## src/sv/trex_pkg.sv

```systemverilog
// Shared types, widths and constants for the triangle radial exit distance block.
// No dependencies; every other file imports this package.
package trex_pkg;

  localparam int COORD_W   = 24;
  localparam int CFG_IDX_W = 3;
  localparam int SUM_W     = 26;
  localparam int D3_W      = 27;
  localparam int POS_W     = 30;
  localparam int BOX_W     = 27;
  localparam int ANGLE_W   = 15;
  localparam int TRAVEL_W  = 24;
  localparam int RAD_W     = 25;
  localparam int Z_W       = 28;
  localparam int MUL_W     = 33;
  localparam int SQ_W      = 64;
  localparam int ROOT_W    = 32;

  localparam int CORDIC_STEPS_DEF = 14;

  localparam logic signed [Z_W-1:0] PI_Q24    = 28'sd52707179;
  localparam logic signed [15:0]    ANGLE_MAX = 16'sd12868;
  localparam logic [MUL_W-1:0]      RECIP3    = 33'h0AAAAAAAB;
  localparam logic [TRAVEL_W-1:0]   TRAVEL_MAX = 24'hFFFFFF;

  localparam logic [COORD_W-1:0] TARGET_WIDTH_RST  = 24'd491520;
  localparam logic [COORD_W-1:0] TARGET_HEIGHT_RST = 24'd276480;

  typedef enum logic [CFG_IDX_W-1:0] {
    REG_TARGET_WIDTH   = 3'd0,
    REG_TARGET_HEIGHT  = 3'd1,
    REG_CENTER_LOCAL_X = 3'd2,
    REG_CENTER_LOCAL_Y = 3'd3,
    REG_CENTER_WORLD_X = 3'd4,
    REG_CENTER_WORLD_Y = 3'd5
  } cfg_reg_t;

  typedef enum logic [1:0] {
    KIND_TRI,
    KIND_CLEAR,
    KIND_ZERO
  } kind_t;

  typedef struct packed {
    kind_t                   kind;
    logic                    last;
    logic signed [D3_W-1:0]  d3x;
    logic signed [D3_W-1:0]  d3y;
    logic [5:0][D3_W-1:0]    e;
    logic signed [POS_W-1:0] px;
    logic signed [POS_W-1:0] py;
    logic [BOX_W-1:0]        boxx;
    logic [BOX_W-1:0]        boxy;
  } job_t;

  function automatic logic [23:0] atan_entry(input logic [4:0] i);
    logic [23:0] r;
    case (i)
      5'd0:  r = 24'd13176795;
      5'd1:  r = 24'd7778716;
      5'd2:  r = 24'd4110060;
      5'd3:  r = 24'd2086331;
      5'd4:  r = 24'd1047214;
      5'd5:  r = 24'd524117;
      5'd6:  r = 24'd262123;
      5'd7:  r = 24'd131069;
      5'd8:  r = 24'd65536;
      5'd9:  r = 24'd32768;
      5'd10: r = 24'd16384;
      5'd11: r = 24'd8192;
      5'd12: r = 24'd4096;
      5'd13: r = 24'd2048;
      5'd14: r = 24'd1024;
      5'd15: r = 24'd512;
      5'd16: r = 24'd256;
      5'd17: r = 24'd128;
      5'd18: r = 24'd64;
      5'd19: r = 24'd32;
      5'd20: r = 24'd16;
      5'd21: r = 24'd8;
      5'd22: r = 24'd4;
      5'd23: r = 24'd2;
      default: r = 24'd0;
    endcase
    return r;
  endfunction

endpackage

```

## src/sv/trex_front.sv

```systemverilog
// Front part: accepts items, forms centroid offsets, vertex offsets and ray origin,
// classifies the item. Depends on trex_pkg.
module trex_front (
  input  logic                               clk,
  input  logic                               rst,
  input  logic                               in_valid,
  output logic                               in_ready,
  input  logic                               command,
  input  logic signed [trex_pkg::COORD_W-1:0] vertex_a_x,
  input  logic signed [trex_pkg::COORD_W-1:0] vertex_a_y,
  input  logic signed [trex_pkg::COORD_W-1:0] vertex_b_x,
  input  logic signed [trex_pkg::COORD_W-1:0] vertex_b_y,
  input  logic signed [trex_pkg::COORD_W-1:0] vertex_c_x,
  input  logic signed [trex_pkg::COORD_W-1:0] vertex_c_y,
  input  logic                               last_of_batch,
  input  logic [trex_pkg::COORD_W-1:0]        target_width,
  input  logic [trex_pkg::COORD_W-1:0]        target_height,
  input  logic signed [trex_pkg::COORD_W-1:0] center_local_x,
  input  logic signed [trex_pkg::COORD_W-1:0] center_local_y,
  input  logic signed [trex_pkg::COORD_W-1:0] center_world_x,
  input  logic signed [trex_pkg::COORD_W-1:0] center_world_y,
  output logic                               job_valid,
  input  logic                               job_ready,
  output trex_pkg::job_t                     job
);
  import trex_pkg::*;

  function automatic logic signed [SUM_W-1:0] ext_c(input logic signed [COORD_W-1:0] v);
    return SUM_W'(v);
  endfunction

  function automatic logic signed [SUM_W-1:0] times3(input logic signed [COORD_W-1:0] v);
    return (ext_c(v) <<< 1) + ext_c(v);
  endfunction

  logic signed [SUM_W-1:0]  sum_x, sum_y;
  logic signed [D3_W-1:0]   d3_x, d3_y;
  logic signed [POS_W-1:0]  org_x, org_y;
  job_t                     job_next;
  logic                     jv;

  always_comb begin
    sum_x = ext_c(vertex_a_x) + ext_c(vertex_b_x) + ext_c(vertex_c_x);
    sum_y = ext_c(vertex_a_y) + ext_c(vertex_b_y) + ext_c(vertex_c_y);
    d3_x  = D3_W'(sum_x) - D3_W'(times3(center_local_x));
    d3_y  = D3_W'(sum_y) - D3_W'(times3(center_local_y));
    org_x = POS_W'(times3(center_world_x)) + POS_W'(d3_x);
    org_y = POS_W'(times3(center_world_y)) + POS_W'(d3_y);

    job_next.last = last_of_batch;
    job_next.d3x  = d3_x;
    job_next.d3y  = d3_y;
    job_next.e[0] = D3_W'(times3(vertex_a_x)) - D3_W'(sum_x);
    job_next.e[1] = D3_W'(times3(vertex_a_y)) - D3_W'(sum_y);
    job_next.e[2] = D3_W'(times3(vertex_b_x)) - D3_W'(sum_x);
    job_next.e[3] = D3_W'(times3(vertex_b_y)) - D3_W'(sum_y);
    job_next.e[4] = D3_W'(times3(vertex_c_x)) - D3_W'(sum_x);
    job_next.e[5] = D3_W'(times3(vertex_c_y)) - D3_W'(sum_y);
    job_next.px   = org_x <<< 1;
    job_next.py   = org_y <<< 1;
    job_next.boxx = (BOX_W'(target_width) << 2) + (BOX_W'(target_width) << 1);
    job_next.boxy = (BOX_W'(target_height) << 2) + (BOX_W'(target_height) << 1);
    if (command) job_next.kind = KIND_CLEAR;
    else if (d3_x == '0 && d3_y == '0) job_next.kind = KIND_ZERO;
    else job_next.kind = KIND_TRI;
  end

  assign in_ready  = !jv || job_ready;
  assign job_valid = jv;

  always_ff @(posedge clk) begin
    if (rst) begin
      jv <= 1'b0;
    end else begin
      if (in_valid && in_ready) begin
        jv  <= 1'b1;
        job <= job_next;
      end else if (job_ready) begin
        jv <= 1'b0;
      end
    end
  end

endmodule

```

## config.mk

```make
export PLATFORM = sky130hd
export DESIGN_NAME = trex_front
export DESIGN_NICKNAME = d
export VERILOG_FILES = /design/src/sv/trex_pkg.sv /design/src/sv/trex_front.sv
export SDC_FILE = /design/constraint.sdc
export NUM_CORES = 1
export LEC_CHECK = 0
export BUFFER_PORTS_ARGS = -buffer_cell sky130_fd_sc_hd__clkbuf_2
export CORE_MARGIN = 8
export CORE_UTILIZATION = 58
export DETAILED_ROUTE_END_ITERATION = 16
export MAX_ROUTING_LAYER = met4
export PLACE_DENSITY = 0.83
export SYNTH_ARGS = -nofsm -noshare
export SYNTH_HDL_FRONTEND = slang
export SYNTH_SLANG_ARGS = --single-unit
```

## constraint.sdc

```tcl
create_clock -name clk -period 33.1 [get_ports clk]
set_input_delay 4.965 -clock clk [delete_from_list [all_inputs] [get_ports clk]]
set_output_delay 4.965 -clock clk [all_outputs]
set_load 0.01 [all_outputs]
```

[Yosys cells after proc, flatten, opt, wreduce, memory -nomap -nowiden]
Index checks and enable logic that the tools add are counted.
Word-level totals
  register bits after elaboration: 332
  input bits: 294
  word-level logic and storage cells: 53
  output and inout port bits: 335
Operators by class
  add/subtract/negate cells: 26
  reductions and logical operators: 8
  multiplexer cells: 3
  bitwise operators: 1
Operator list (count)
  $add A25 B24 Y26: 12
  $sub A26 B26 Y27: 8
  $add A26 B27 Y28: 2
  $add A26 B25 Y27: 2
  $logic_not A27 Y1: 2
  $add A24 B24 Y25: 2
  $logic_and A1 B1 Y1: 2
  $mux W1: 2
  $mux W2: 1
  $reduce_and A2 Y1: 1
  $reduce_bool A2 Y1: 1
  $logic_not A1 Y1: 1
  $logic_or A1 B1 Y1: 1
  $not A1 Y1: 1

[Longest topological paths before layout]
  depth after elaboration: 6
  gate-level depth with buffers: 34
  mapped depth without buffers: 33

[Least setup slack after synthesis]
Ideal clock, no wire load.
  kind: input -> register
  from: input rst
  to: register job[100] (netlist bit) (enable)
  arrival time: 28.564 ns
  data required time: 31.610 ns
  slack: 3.046 ns
  stages on the path: 1
  setup time: 1.490 ns
  path buffers: 0
  cell sequence: nor3b_1
Between the ends
  cells in the longest elaborated chain, start to end: 2
Ends and longest elaborated chain
  from (decl): RTL line trex_front.sv:5  | input logic rst,
  $not A1 Y1 (no source line)
  $reduce_and A2 Y1 (no source line)
  to (signal assigned): RTL line trex_front.sv:77  | job <= job_next;
  to (decl): RTL line trex_front.sv:24  | output trex_pkg::job_t job
No other way between the ends.
A chain may end at the register's enable or synchronous reset.

==> results_dict.tcl <==
set metrics [dict create \
    cts.sinks 328 \
    path_class "in2reg" \
    fin_nets 4820 \
    crit_slowest_cell "o41ai_1" \
    synth_top_cell_by_area "edfxtp_1" \
    synth_top_area_share 0.300 \
    synth-seq-cells 328 \
    crit_top_cell "o21ai_0" \
    synth.area.top_cells "edfxtp_1 30%, fa_1 18%, ha_1 14%" \
    cts-resized-gates 0 \
    rows 87 \
    cts_tree "built" \
    avgSynthCellArea_um2 10.2 \
    dr.pass1.iters 6 \
    wl_per_cell_um 20.7 \
    worstPathRequired_ns 33.43 \
    status "complete, no violations" \
    dpl.hpwl_um 82600 \
    place_congestion 0.971 \
    post_cts_buffers 0 \
    dp_cells 4586 \
    fin_crit_sh 0.397 \
    cts-root-buf "clkbuf_16" \
    cap_violations 0 \
    die_h_um 253 \
    fin_tns_setup_ns 0 \
    cts_inserted_buffers 40 \
    fmax_mhz 76.2 \
    synth_edf_count 327 \
    skew_ns 0.0184 \
    max_stage_delay_ns 0.73 \
    clkLatencyLatePin_ns 0.57 \
    start_kind "input port" \
    n_fill_cell 4242 \
    fp.dieArea_um2 64200 \
    vdd_drop_max_uv 87.6 \
    critPathMaxFanout 10 \
    grt_overflow 0 \
    routed_wl_um 97200 \
    synth_cell_types 75 \
    initial_core_util 0.583 \
    yosys_warnings 0 \
    area.growth.synth_to_final_pct 16.9 \
    ant_nets 0 \
    grt_start_max_net_pins 80 \
    ioPinCount 629 \
    drc 0 \
    via_per_inst 5.63 \
    hold_viol_final 0 \
    grt_pass1_wl_um 146000 \
    worst_pin_slew_ns 1.03 \
    drive_gt1_frac 0.186 \
    rsz0062_at_grt "no" \
    grt_pass1_vias 26500 \
    hold_class "reg2reg" \
    async_flop_share 0 \
    port_buffers 624 \
    clk_path_buf_depth 3 \
    min_period_ns 13.13 \
    final_common_cell "clkbuf_2" \
    leakagePower_nw 18.1 \
    ys_seq_area_frac 0.301 \
    synthFlopType "edfxtp_1" \
    core_area_um2 56100 \
    grtUsageTotal 0.303 \
    setup_viol 0 \
    netlist_area_um2 32700 \
    htreeDepth 2 \
    power.density_nw_per_um2 134 \
    cp-end-kind "register" \
    path_clk_slew_ns 0.06 \
    arrival_ns 13.46 \
    relSlewSlack 0.297 \
    synthCells 3204 \
    final_cell_mix "624 x clkbuf_2, 534 x inv_1, 364 x ha_1" \
    die_w_um 253 \
    antenna_found_initial 30 \
    dr.first_iter.drc_count 1915 \
    vias 26400 \
    final_cells 4687 \
    hold_buffers 0 \
    slew_violations 0 \
]
[through the flow]
stage / hold WS (ns) / power, mW / cell area (µm²) / utilization / setup slack (ns)
finish: 0.632 / 5.12 / 38200 / 0.681 / 19.97
global placement: 0.606 / 4.53 / 36800 / 0.656 / 19.67
detailed placement: 0.667 / 4.61 / 36800 / 0.656 / 19.48
floorplan: 0.625 / 3.63 / 32700 / - / 3.05
CTS: 0.630 / 5.10 / 38100 / 0.680 / 20.04
global route: 0.671 / 5.56 / 38200 / 0.681 / 19.27
[critical path, delay by kind of cell]
family,cells,cell delay [ns]
buffers and inverters,1,0.13
and+or+nand+nor,6,0.86
adders and majority gates,6,2.65
AOI/OAI and AO/OA,17,4.42
xor gates and xnor gates,2,0.43
[logic make-up (layout without fill, tap and decap cells)]
family                     count (synthesis)  in the layout  share of synthesized area
muxes                                      2              2                   0.000612
and+or+nand+nor                          694            694                      0.105
AOI/OAI and AO/OA                        699            699                      0.138
other                                      1             33                   0.000115
xor gates and xnor gates                 280            280                     0.0750
buffers and inverters                    546           1241                     0.0634
adders and majority gates                654            654                      0.317
DFF                                      328            328                      0.301
[power breakdown]
part           internal, mW  total (mW)  switching (mW)
Combinational          1.56        3.75            2.19
Clock                 0.270       0.457           0.187
Sequential            0.850       0.914          0.0639
Total                  2.68        5.12            2.44
[synthesized netlist by cell type (all sizes together), types with 7 or more instances]
cell	count
a2111oi	7
a211oi	23
a21boi	11
a21o	84
a21oi	212
a31o	10
a31oi	19
and2	20
and3	24
and4	8
buf	7
edfxtp	327
fa	290
ha	364
inv	534
nand2	119
nand2b	34
nand3	63
nand3b	8
nand4	10
nor2	208
nor2b	42
nor3	81
nor3b	9
nor4	10
o2111ai	10
o211ai	14
o21a	60
o21ai	131
o21bai	41
o31a	8
o31ai	13
o41ai	8
or2	17
or3	30
xnor2	193
xor2	87
[cell type report]
cell class,instances,area [µm²],share of cell area
sequential,328,9840,0.258
clock buffer,46,1070,0.0279
antenna,29,72.6,0.00190
timing repair buffer,635,3210,0.0839
tap,756,946,0.0248
multi-input combinational,2333,20800,0.544
inverter,534,2000,0.0525
clock inverter,26,273,0.00714
[routing by layer]
| metal | share of wire | GRT usage | vias up | routed length (µm) |
|---|---|---|---|---|
| met5 | 0 | - | - | 0 |
| met4 | 0.051 | 0.154 | 0 | 4940 |
| met3 | 0.082 | 0.0666 | 243 | 7970 |
| met2 | 0.48 | 0.489 | 1061 | 46500 |
| met1 | 0.39 | 0.356 | 12600 | 37800 |
| li1 | - | - | 12500 | - |
[worst paths after layout]
check | cells after the start | from | end | slack (ns)
max | 32 | vertex_a_y[2] | job[81] | 19.97
min | 3 | job_valid | job_valid | 0.63
max reg2reg | 4 | job_valid | job[280] | 30.33
min reg2reg | 3 | job_valid | job_valid | 0.63
[sequential cells by signal, indices dropped and copies added, names as in the netlist]
| register | cells |
|---|---|
| job_valid | 1 |
| job | 327 |
No activity file was read; power rests on OpenSTA's default activity.
