==> config.mk <==
export PLATFORM = sky130hd
export DESIGN_NAME = trex_queue
export DESIGN_NICKNAME = d
export VERILOG_FILES = /design/src/sv/trex_pkg.sv /design/src/sv/trex_queue.sv
export SDC_FILE = /design/constraint.sdc
export NUM_CORES = 1
export LEC_CHECK = 0
export BUFFER_PORTS_ARGS = -buffer_cell sky130_fd_sc_hd__buf_2
export CAP_MARGIN = 10
export CORE_AREA = 2 2 262 264
export CTS_CLUSTER_DIAMETER = 200
export CTS_CLUSTER_SIZE = 28
export DETAILED_ROUTE_END_ITERATION = 8
export DIE_AREA = 0 0 264 266
export PLACE_DENSITY = 0.66
export SLEW_MARGIN = 10
export SYNTH_ARGS = -nofsm -noshare
export SYNTH_HDL_FRONTEND = slang
export SYNTH_SLANG_ARGS = --single-unit
==> constraint.sdc <==
create_clock -name clk -period 32.2 [get_ports clk]
set_clock_uncertainty 0.05 [all_clocks]
set_input_delay 0 -clock clk [delete_from_list [all_inputs] [get_ports clk]]
set_output_delay 0 -clock clk [all_outputs]
set_load 0.01 [all_outputs]
==> src/sv/trex_pkg.sv <==
// Shared types, widths and constants for the triangle radial exit distance block.
// No dependencies; every other file imports this package.
package trex_pkg;

  localparam int COORD_W   = 24;
  localparam int CFG_IDX_W = 3;
  localparam int SUM_W     = 26;
  localparam int D3_W      = 27;
  localparam int POS_W     = 30;
  localparam int BOX_W     = 27;
  localparam int ANGLE_W   = 15;
  localparam int TRAVEL_W  = 24;
  localparam int RAD_W     = 25;
  localparam int Z_W       = 28;
  localparam int MUL_W     = 33;
  localparam int SQ_W      = 64;
  localparam int ROOT_W    = 32;

  localparam int CORDIC_STEPS_DEF = 14;

  localparam logic signed [Z_W-1:0] PI_Q24    = 28'sd52707179;
  localparam logic signed [15:0]    ANGLE_MAX = 16'sd12868;
  localparam logic [MUL_W-1:0]      RECIP3    = 33'h0AAAAAAAB;
  localparam logic [TRAVEL_W-1:0]   TRAVEL_MAX = 24'hFFFFFF;

  localparam logic [COORD_W-1:0] TARGET_WIDTH_RST  = 24'd491520;
  localparam logic [COORD_W-1:0] TARGET_HEIGHT_RST = 24'd276480;

  typedef enum logic [CFG_IDX_W-1:0] {
    REG_TARGET_WIDTH   = 3'd0,
    REG_TARGET_HEIGHT  = 3'd1,
    REG_CENTER_LOCAL_X = 3'd2,
    REG_CENTER_LOCAL_Y = 3'd3,
    REG_CENTER_WORLD_X = 3'd4,
    REG_CENTER_WORLD_Y = 3'd5
  } cfg_reg_t;

  typedef enum logic [1:0] {
    KIND_TRI,
    KIND_CLEAR,
    KIND_ZERO
  } kind_t;

  typedef struct packed {
    kind_t                   kind;
    logic                    last;
    logic signed [D3_W-1:0]  d3x;
    logic signed [D3_W-1:0]  d3y;
    logic [5:0][D3_W-1:0]    e;
    logic signed [POS_W-1:0] px;
    logic signed [POS_W-1:0] py;
    logic [BOX_W-1:0]        boxx;
    logic [BOX_W-1:0]        boxy;
  } job_t;

  function automatic logic [23:0] atan_entry(input logic [4:0] i);
    logic [23:0] r;
    case (i)
      5'd0:  r = 24'd13176795;
      5'd1:  r = 24'd7778716;
      5'd2:  r = 24'd4110060;
      5'd3:  r = 24'd2086331;
      5'd4:  r = 24'd1047214;
      5'd5:  r = 24'd524117;
      5'd6:  r = 24'd262123;
      5'd7:  r = 24'd131069;
      5'd8:  r = 24'd65536;
      5'd9:  r = 24'd32768;
      5'd10: r = 24'd16384;
      5'd11: r = 24'd8192;
      5'd12: r = 24'd4096;
      5'd13: r = 24'd2048;
      5'd14: r = 24'd1024;
      5'd15: r = 24'd512;
      5'd16: r = 24'd256;
      5'd17: r = 24'd128;
      5'd18: r = 24'd64;
      5'd19: r = 24'd32;
      5'd20: r = 24'd16;
      5'd21: r = 24'd8;
      5'd22: r = 24'd4;
      5'd23: r = 24'd2;
      default: r = 24'd0;
    endcase
    return r;
  endfunction

endpackage

==> src/sv/trex_queue.sv <==
// Two-entry queue between the front and back parts.
// Depends on trex_pkg (job_t).
module trex_queue (
  input  logic            clk,
  input  logic            rst,
  input  logic            push_valid,
  output logic            push_ready,
  input  trex_pkg::job_t  push_data,
  output logic            pop_valid,
  input  logic            pop_ready,
  output trex_pkg::job_t  pop_data
);
  import trex_pkg::*;

  job_t       slot [2];
  logic       wp, rp;
  logic [1:0] count;
  logic       do_push, do_pop;

  assign push_ready = (count != 2'd2);
  assign pop_valid  = (count != 2'd0);
  assign pop_data   = slot[rp];
  assign do_push    = push_valid && push_ready;
  assign do_pop     = pop_valid && pop_ready;

  always_ff @(posedge clk) begin
    if (rst) begin
      wp    <= 1'b0;
      rp    <= 1'b0;
      count <= 2'd0;
    end else begin
      if (do_push) begin
        slot[wp] <= push_data;
        wp       <= ~wp;
      end
      if (do_pop) rp <= ~rp;
      if (do_push && !do_pop) count <= count + 2'd1;
      else if (!do_push && do_pop) count <= count - 2'd1;
    end
  end

endmodule

Word-level counts from Yosys, hierarchy flattened

Memory sizes are Yosys's and may differ from the RTL's. A register that Yosys moved wholly into a read port is not among the register bits.
Index checks and enable logic that the tools add are counted.
W data, S select, Z words.

Register bits: 4
Memory bits (writable): 666
Output and inout bits: 335
Logic and storage cells: 24
Memories: 1

Memory list:

| memory | depth | bits a word | rd ports | clocked after memory_dff | write ports | line             | source |
|---|---|---|---|---|---|---|---|
| slot   | 2     | 333         | 1        | 1                        | 1           | trex_queue.sv:15 | `job_t slot [2];` |

$add $sub $neg: 2
Equal/unequal tests: 1
Muxes and demuxes: 7
Bitwise logic cells: 2
Reduce and logical (&&, ||, !) cells: 8

Operators by type and width:

| operator              | count |
|---|---|
| $mux W1               | 5 |
| $logic_and A1 B1 Y1   | 4 |
| $mux W2               | 2 |
| $reduce_bool A2 Y1    | 2 |
| $add A2 B1 Y2 const B | 1 |
| $logic_not A1 Y1      | 2 |
| $ne A2 B2 Y1 const B  | 1 |
| $not A1 Y1            | 2 |
| $sub A2 B1 Y2 const B | 1 |

Logic depth before layout (Yosys ltp)

Gate-level depths: netlist of run 1.

Depth after elaboration: 6
Gate-level depth with buffers: 8
Depth with buffers taken out: 8

Least setup slack after synthesis of run 1

No wires, ideal clock.

Kind: reg-to-reg
From: reg count[0]
To: mem slot[1][0] (netlist name), enable pin
Library setup time: 1.511 ns
Arrival time: 24.571 ns
Required time: 30.639 ns
Slack: 6.069 ns
Stages on the path, launching flop included: 5
Path buffers: 0
Period minus slack after synthesis: 26.131 ns
Path through: dfxtp_1 -> nor2b_1 -> inv_1 -> nand2_1 -> nor3b_1

Longest elaborated chain between the ends: 5

Ends and longest elaborated chain:

| what                          | line             | source |
|---|---|---|
| from (decl)                   | trex_queue.sv:17 | `logic [1:0] count;` |
| from (signal assigned)        | trex_queue.sv:37 | `if (do_push && !do_pop) count <= count + 2'd1;` |
| from (signal assigned)        | trex_queue.sv:38 | `else if (!do_push && do_pop) count <= count - 2'd1;` |
| $ne A2 B2 Y1                  | trex_queue.sv:20 | `assign push_ready = (count != 2'd2);` |
| net push_ready                | trex_queue.sv:7  | `output logic push_ready,` |
| $logic_and A1 B1 Y1           | trex_queue.sv:23 | `assign do_push = push_valid && push_ready;` |
| $mux W1                       | trex_queue.sv:32 | `if (do_push) begin` |
| $mux W1                       | trex_queue.sv:27 | `if (rst) begin` |
| $mux W1 (not written as such) | trex_queue.sv:33 | `slot[wp] <= push_data;` |
| to (decl)                     | trex_queue.sv:15 |  |

The timed path passes the listed nets, and every way through them passes these cells.

==> results of run 1 <==
[registers in the layout (all words and copies together), names as in the netlist, named ones only]
| register | count |
|---|---|
| wp | 1 |
| count | 2 |
| slot | 666 |
| rp | 1 |
[timing repair]
item / 4_1_cts / 5_1_grt
setup endpoints to repair: 0 / 0
hold endpoints to repair: 671 / 0
hold buffers: 337 / 0
buffers inserted: 0 / 0
[per-layer routing]
layer	vias to the layer above	GRT usage (%)	part of all wire (%)
li1	6227	-	-
met1	6709	16.8	37
met2	554	27.7	52
met3	97	3.73	7.3
met4	0	5.21	3.3
met5	-	0	0
[cell type report]
class                           count  area share, %
Tap cell                          882           3.37
Multi-Input combinational cell    352           11.9
Sequential cell                   671           61.5
Antenna cell                        2         0.0153
Inverter                            3         0.0344
Clock buffer                       49           2.32
Timing Repair Buffer             1016           20.9
[critical path: cells and delay by family (launching register included)]
kind | cells | cell delay, ns
mux | 1 | 0.46
buf+inv | 3 | 1.86
flops | 1 | 0.86
[placed cells by master, fill, tap and decap left out]
master and instances:
or3_1 2, nor2_1 3, nand2_1 1, nor3_2 1, buf_4 4, o21ai_0 3
inv_1 3, edfxtp_1 666, or2_2 1, buf_12 4, dfxtp_4 1, a21oi_1 2
mux2_2 333, nor2b_1 1, clkbuf_1 22, dfxtp_1 4, diode_2 2, xor2_1 3
clkbuf_16 27, buf_2 671, dlygate4sd3_1 337, nor3b_2 1, ha_1 1
[final timing paths]
path | from | to | slack, ns | depth (start not counted)
min reg2reg | rp$_SDFFE_PP0P_ | flip-flop | 0.49 | 2
max | flip-flop | pop_data[317] | 28.21 | 4
min | push_data[192] | slot[1][192]$_DFFE_PP_ | 0.07 | 2
max reg2reg | count[0]$_SDFFE_PP0P_ | slot[1][325]$_DFFE_PP_ | 29.64 | 5
[cells by family (layout without fill, tap and decap cells)]
kind of cell,count (synthesis),count (layout),synth area share (%)
flip-flops,671,671,82.5
multiplexers,333,333,15.4
XOR/XNOR,3,3,0.108
AO/OA/AOI/OAI,5,5,0.103
AND/OR/NAND/NOR,10,10,0.216
adder cells (fa/ha/maj),1,1,0.0514
other,0,2,0
buffers and inverters,40,1068,1.60
[report_power, final]
part / switching [mW] / leakage [nW] / internal [mW] / total (mW)
registers: 0.0241 / 6.14 / 1.03 / 1.06
logic: 0.254 / 5.38 / 0.241 / 0.496
clock network: 0.242 / 0.359 / 0.161 / 0.404
==> flow_summary.json, run 1 <==
{
  "htreeDepth": 1,
  "fin_ws_ns": 28.21,
  "io_pins": 672,
  "dieWidth_um": 264,
  "synth_fp_nets": 1401,
  "synth-async-reset-ratio_pct": 0,
  "synthFlopType": "edfxtp_1",
  "ys.warnings.count": 0,
  "yosysSeqAreaShare_pct": 82.5,
  "utilization_pct": 48.3,
  "grt_pass1_vias": 14700,
  "timing.hold.ws_ns": 0.0662,
  "timing.final.crit_share_pct": 12.4,
  "pre_cts_ws_ns": 28.78,
  "synth.distinct_cells": 17,
  "hold_viol_final": 0,
  "final-seq-area_um2": 20100,
  "cp_cell_sequence": "buf_4 -> buf_4 -> mux2_2 -> buf_2",
  "synth.most_common_cell": "edfxtp_1",
  "synth-edff-count": 666,
  "fin_area_um2": 32700,
  "fp.coreArea_um2": 67700,
  "wl_per_cell_um": 18.8,
  "setup_tns_ns": 0,
  "rsz0062_at_grt": "false",
  "synth_top_cell_by_area": "edfxtp_1",
  "drtPass1Iterations": 6,
  "crit_path_max_fanout": 79,
  "period_needed_ns": 3.99,
  "outcome": "complete, no violations",
  "synth_commonest_cells": "666 x edfxtp_1, 333 x mux2_2, 31 x buf_6",
  "syn_area_um2": 24400,
  "grt_max_degree": 170,
  "stdcell_count": 2975,
  "dp_hpwl_mm": 36.3,
  "crit_required_ns": 32.15,
  "slew_viol_final": 0,
  "multi_input_area_um2": 3880,
  "placed_area_um2": 28600,
  "dieArea_um2": 70200,
  "drc_errors": 0,
  "ir_drop_mv": 0.0558,
  "min_path_type": "in -> reg",
  "max_stage_delay_ns": 0.89,
  "cp-end-kind": "output port",
  "fmax_mhz": 251,
  "grt-ovfl-total": 0,
  "p_per_area_nw_per_um2": 59.8,
  "start_util_pct": 36.0,
  "wl_mm": 56.0,
  "via_per_inst": 4.57,
  "p_leak_nw": 11.9,
  "setup_viol": 0,
  "cap_violations": 0,
  "totalPowerFinal_mw": 1.96,
  "fin_nets": 2409,
  "grt_pass1_wl_mm": 82.4,
  "area.growth.synth_to_final_pct": 34.3,
  "grt_use_total_pct": 15.0,
  "cts_buffer_depth": 3,
  "synth_top_cell_area_share_pct": 82.1,
  "tightestPinTransition_ns": 1.27,
  "crit_path_top_delay_cell": "buf_4",
  "start_kind": "flip-flop",
  "drt_iter0_markers": 1090,
  "syn_area_per_cell_um2": 22.9,
  "fill_cells": 5570,
  "gp_congestion": 0.817,
  "placed_cells": 2587,
  "cts_resized": 0,
  "cp.arrival_ns": 3.94,
  "die_h_um": 266,
  "clkSinkCount": 671,
  "syn-instance-count": 1063,
  "layout-drive-gt1-share_pct": 49.9,
  "clk_pin_slew_ns": 0.11,
  "cts_tree": "yes",
  "io_buffers": 671,
  "antenna_found_initial": 2,
  "cts_root_buf": "clkbuf_16",
  "synth_area_leaders": "edfxtp_1 82%, mux2_2 15%, buf_6 1.4%",
  "path_class": "reg -> out",
  "path_common_cell": "buf_4",
  "ys_ff_latch": 671,
  "ant_nets": 0,
  "row_count": 96,
  "cts_buffers": 27,
  "dr_total_vias": 13600,
  "timing.slew.headroom_pct": 15.5,
  "clkLatencyLatePin_ns": 0.59
}
No activity file was read; power rests on OpenSTA's default activity.
==> run 2, diff against run 1 <==
==> constraint.sdc (replaced) <==
create_clock -name clk -period 3.8 [get_ports clk]
set_clock_uncertainty 0.05 [all_clocks]
set_input_delay 0 -clock clk [delete_from_list [all_inputs] [get_ports clk]]
set_output_delay 0 -clock clk [all_outputs]
set_load 0.01 [all_outputs]
==> flow_summary.json, run 2 (same netlist as run 1, synthesis figures left out) <==
{
  "final-seq-area_um2": 20100,
  "outcome": "complete, no violations",
  "cts_tree": "yes",
  "placed_area_um2": 28700,
  "area.growth.synth_to_final_pct": 34.7,
  "cts_root_buf": "clkbuf_16",
  "clk_pin_slew_ns": 0.10,
  "largest_registers": "slot (666), count (2)",
  "cp.arrival_ns": 2.57,
  "fp.coreArea_um2": 67700,
  "timing.hold.ws_ns": 0.0594,
  "timing.slew.headroom_pct": 22.5,
  "grt_max_degree": 165,
  "hold_end": "slot[1][174]$_DFFE_PP_",
  "cts_resized": 0,
  "regMostFlops": "slot",
  "period_needed_ns": 2.62,
  "wl_per_cell_um": 19.2,
  "hold_depth": 2,
  "p_leak_nw": 11.9,
  "drc_errors": 0,
  "cap_violations": 0,
  "rr_endpoint": "slot[1][255]$_DFFE_PP_",
  "via_per_inst": 4.62,
  "stdcell_count": 2976,
  "dieWidth_um": 264,
  "dr_total_vias": 13700,
  "gp_congestion": 0.808,
  "slew_viol_final": 0,
  "grt-ovfl-total": 0,
  "ant_nets": 0,
  "final_common_cell": "buf_2",
  "layout_common_cells": "671 x buf_2, 666 x edfxtp_1, 337 x dlygate4sd3_1",
  "fill_cells": 5649,
  "holdBufCountCts": 337,
  "fin_ws_ns": 1.18,
  "clkLatencyLatePin_ns": 0.58,
  "fmax_mhz": 381,
  "die_h_um": 266,
  "rr_worst_depth": 5,
  "p_per_area_nw_per_um2": 508,
  "setup_tns_ns": 0,
  "utilization_pct": 48.4,
  "rsz0062_at_grt": "false",
  "drt_iter0_markers": 1069,
  "hold_start": "push_data[174]",
  "worst-r2r-setup-slack_ns": 1.56,
  "multi_input_area_um2": 3900,
  "tightestPinTransition_ns": 1.16,
  "start_kind": "flip-flop",
  "hold_viol_final": 0,
  "setup_viol": 0,
  "cts_setup_buffers": 0,
  "r2r_start": "count[1]$_SDFFE_PP0P_",
  "placed_cells": 2598,
  "totalPowerFinal_mw": 16.7,
  "largest_reg_flops": 666,
  "grt_pass1_wl_mm": 83.6,
  "htreeDepth": 1,
  "grt_pass1_vias": 14700,
  "drtPass1Iterations": 5,
  "start_util_pct": 36.0,
  "fin_area_um2": 32800,
  "cts_buffer_depth": 3,
  "layout-drive-gt1-share_pct": 50.6,
  "clkSinkCount": 671,
  "io_pins": 672,
  "dp_hpwl_mm": 38.2,
  "crit_required_ns": 3.75,
  "row_count": 96,
  "timing.final.crit_share_pct": 69.0,
  "grt_use_total_pct": 15.3,
  "pre_cts_ws_ns": 1.62,
  "fin_nets": 2420,
  "io_buffers": 671,
  "ir_drop_mv": 0.409,
  "antenna_found_initial": 5,
  "dieArea_um2": 70200,
  "wl_mm": 57.2,
  "min_path_type": "in -> reg",
  "cts_buffers": 27,
  "cp-end-kind": "output port",
  "crit_path_max_fanout": 42,
  "path_class": "reg -> out"
}
## run 2: cell count changes in the layout (fill, tap and decap cells not counted), sizes merged
cell	delta
buf	+11
diode	+1
clkbuf	-11
## run 2: final cells by class
type / count / share of cell area [%]
flip-flops and latches: 671 / 61.3
repair buffers: 1027 / 21.2
multi-input cells: 352 / 11.9
well taps: 882 / 3.36
clock buffers: 38 / 2.19
inverters: 3 / 0.0343
diodes: 3 / 0.0229
## run 2: how the worst max path moves through the flow
stage	startpoint	to	slack, ns	cells past startpoint
after floorplan	count[1]$_SDFFE_PP0P_	slot[1][0]$_DFFE_PP_	-5.66	4
after global placement	count[1]$_SDFFE_PP0P_	slot[1][268]$_DFFE_PP_	1.65	6
after detailed placement	count[1]$_SDFFE_PP0P_	slot[1][94]$_DFFE_PP_	1.62	6
after CTS	flip-flop	pop_data[227]	1.06	3
after global routing	flip-flop	pop_data[232]	1.02	3
final	flip-flop	pop_data[232]	1.18	3
## run 2: critical path, cell delays in order (launching register included)
cell and delay [ns]:
dfxtp_4 0.80, buf_4 0.56, mux2_2 0.41, buf_2 0.15
## run 2: where the power goes
part / total (mW) / switching [mW] / internal [mW]
sequential: 8.94 / 0.194 / 8.75
combinational: 4.33 / 2.23 / 2.10
clock: 3.38 / 2.06 / 1.32
total: 16.7 / 4.48 / 12.2
## run 2: routing by layer
| metal | vias up | global-route usage (%) | part of all wire (%) |
|---|---|---|---|
| li1 | 6240 | - | - |
| met1 | 6948 | 16.9 | 37 |
| met2 | 472 | 28.8 | 54 |
| met3 | 74 | 3.83 | 6.8 |
| met4 | 2 | 4.08 | 2.4 |
| met5 | - | 0 | 0.021 |
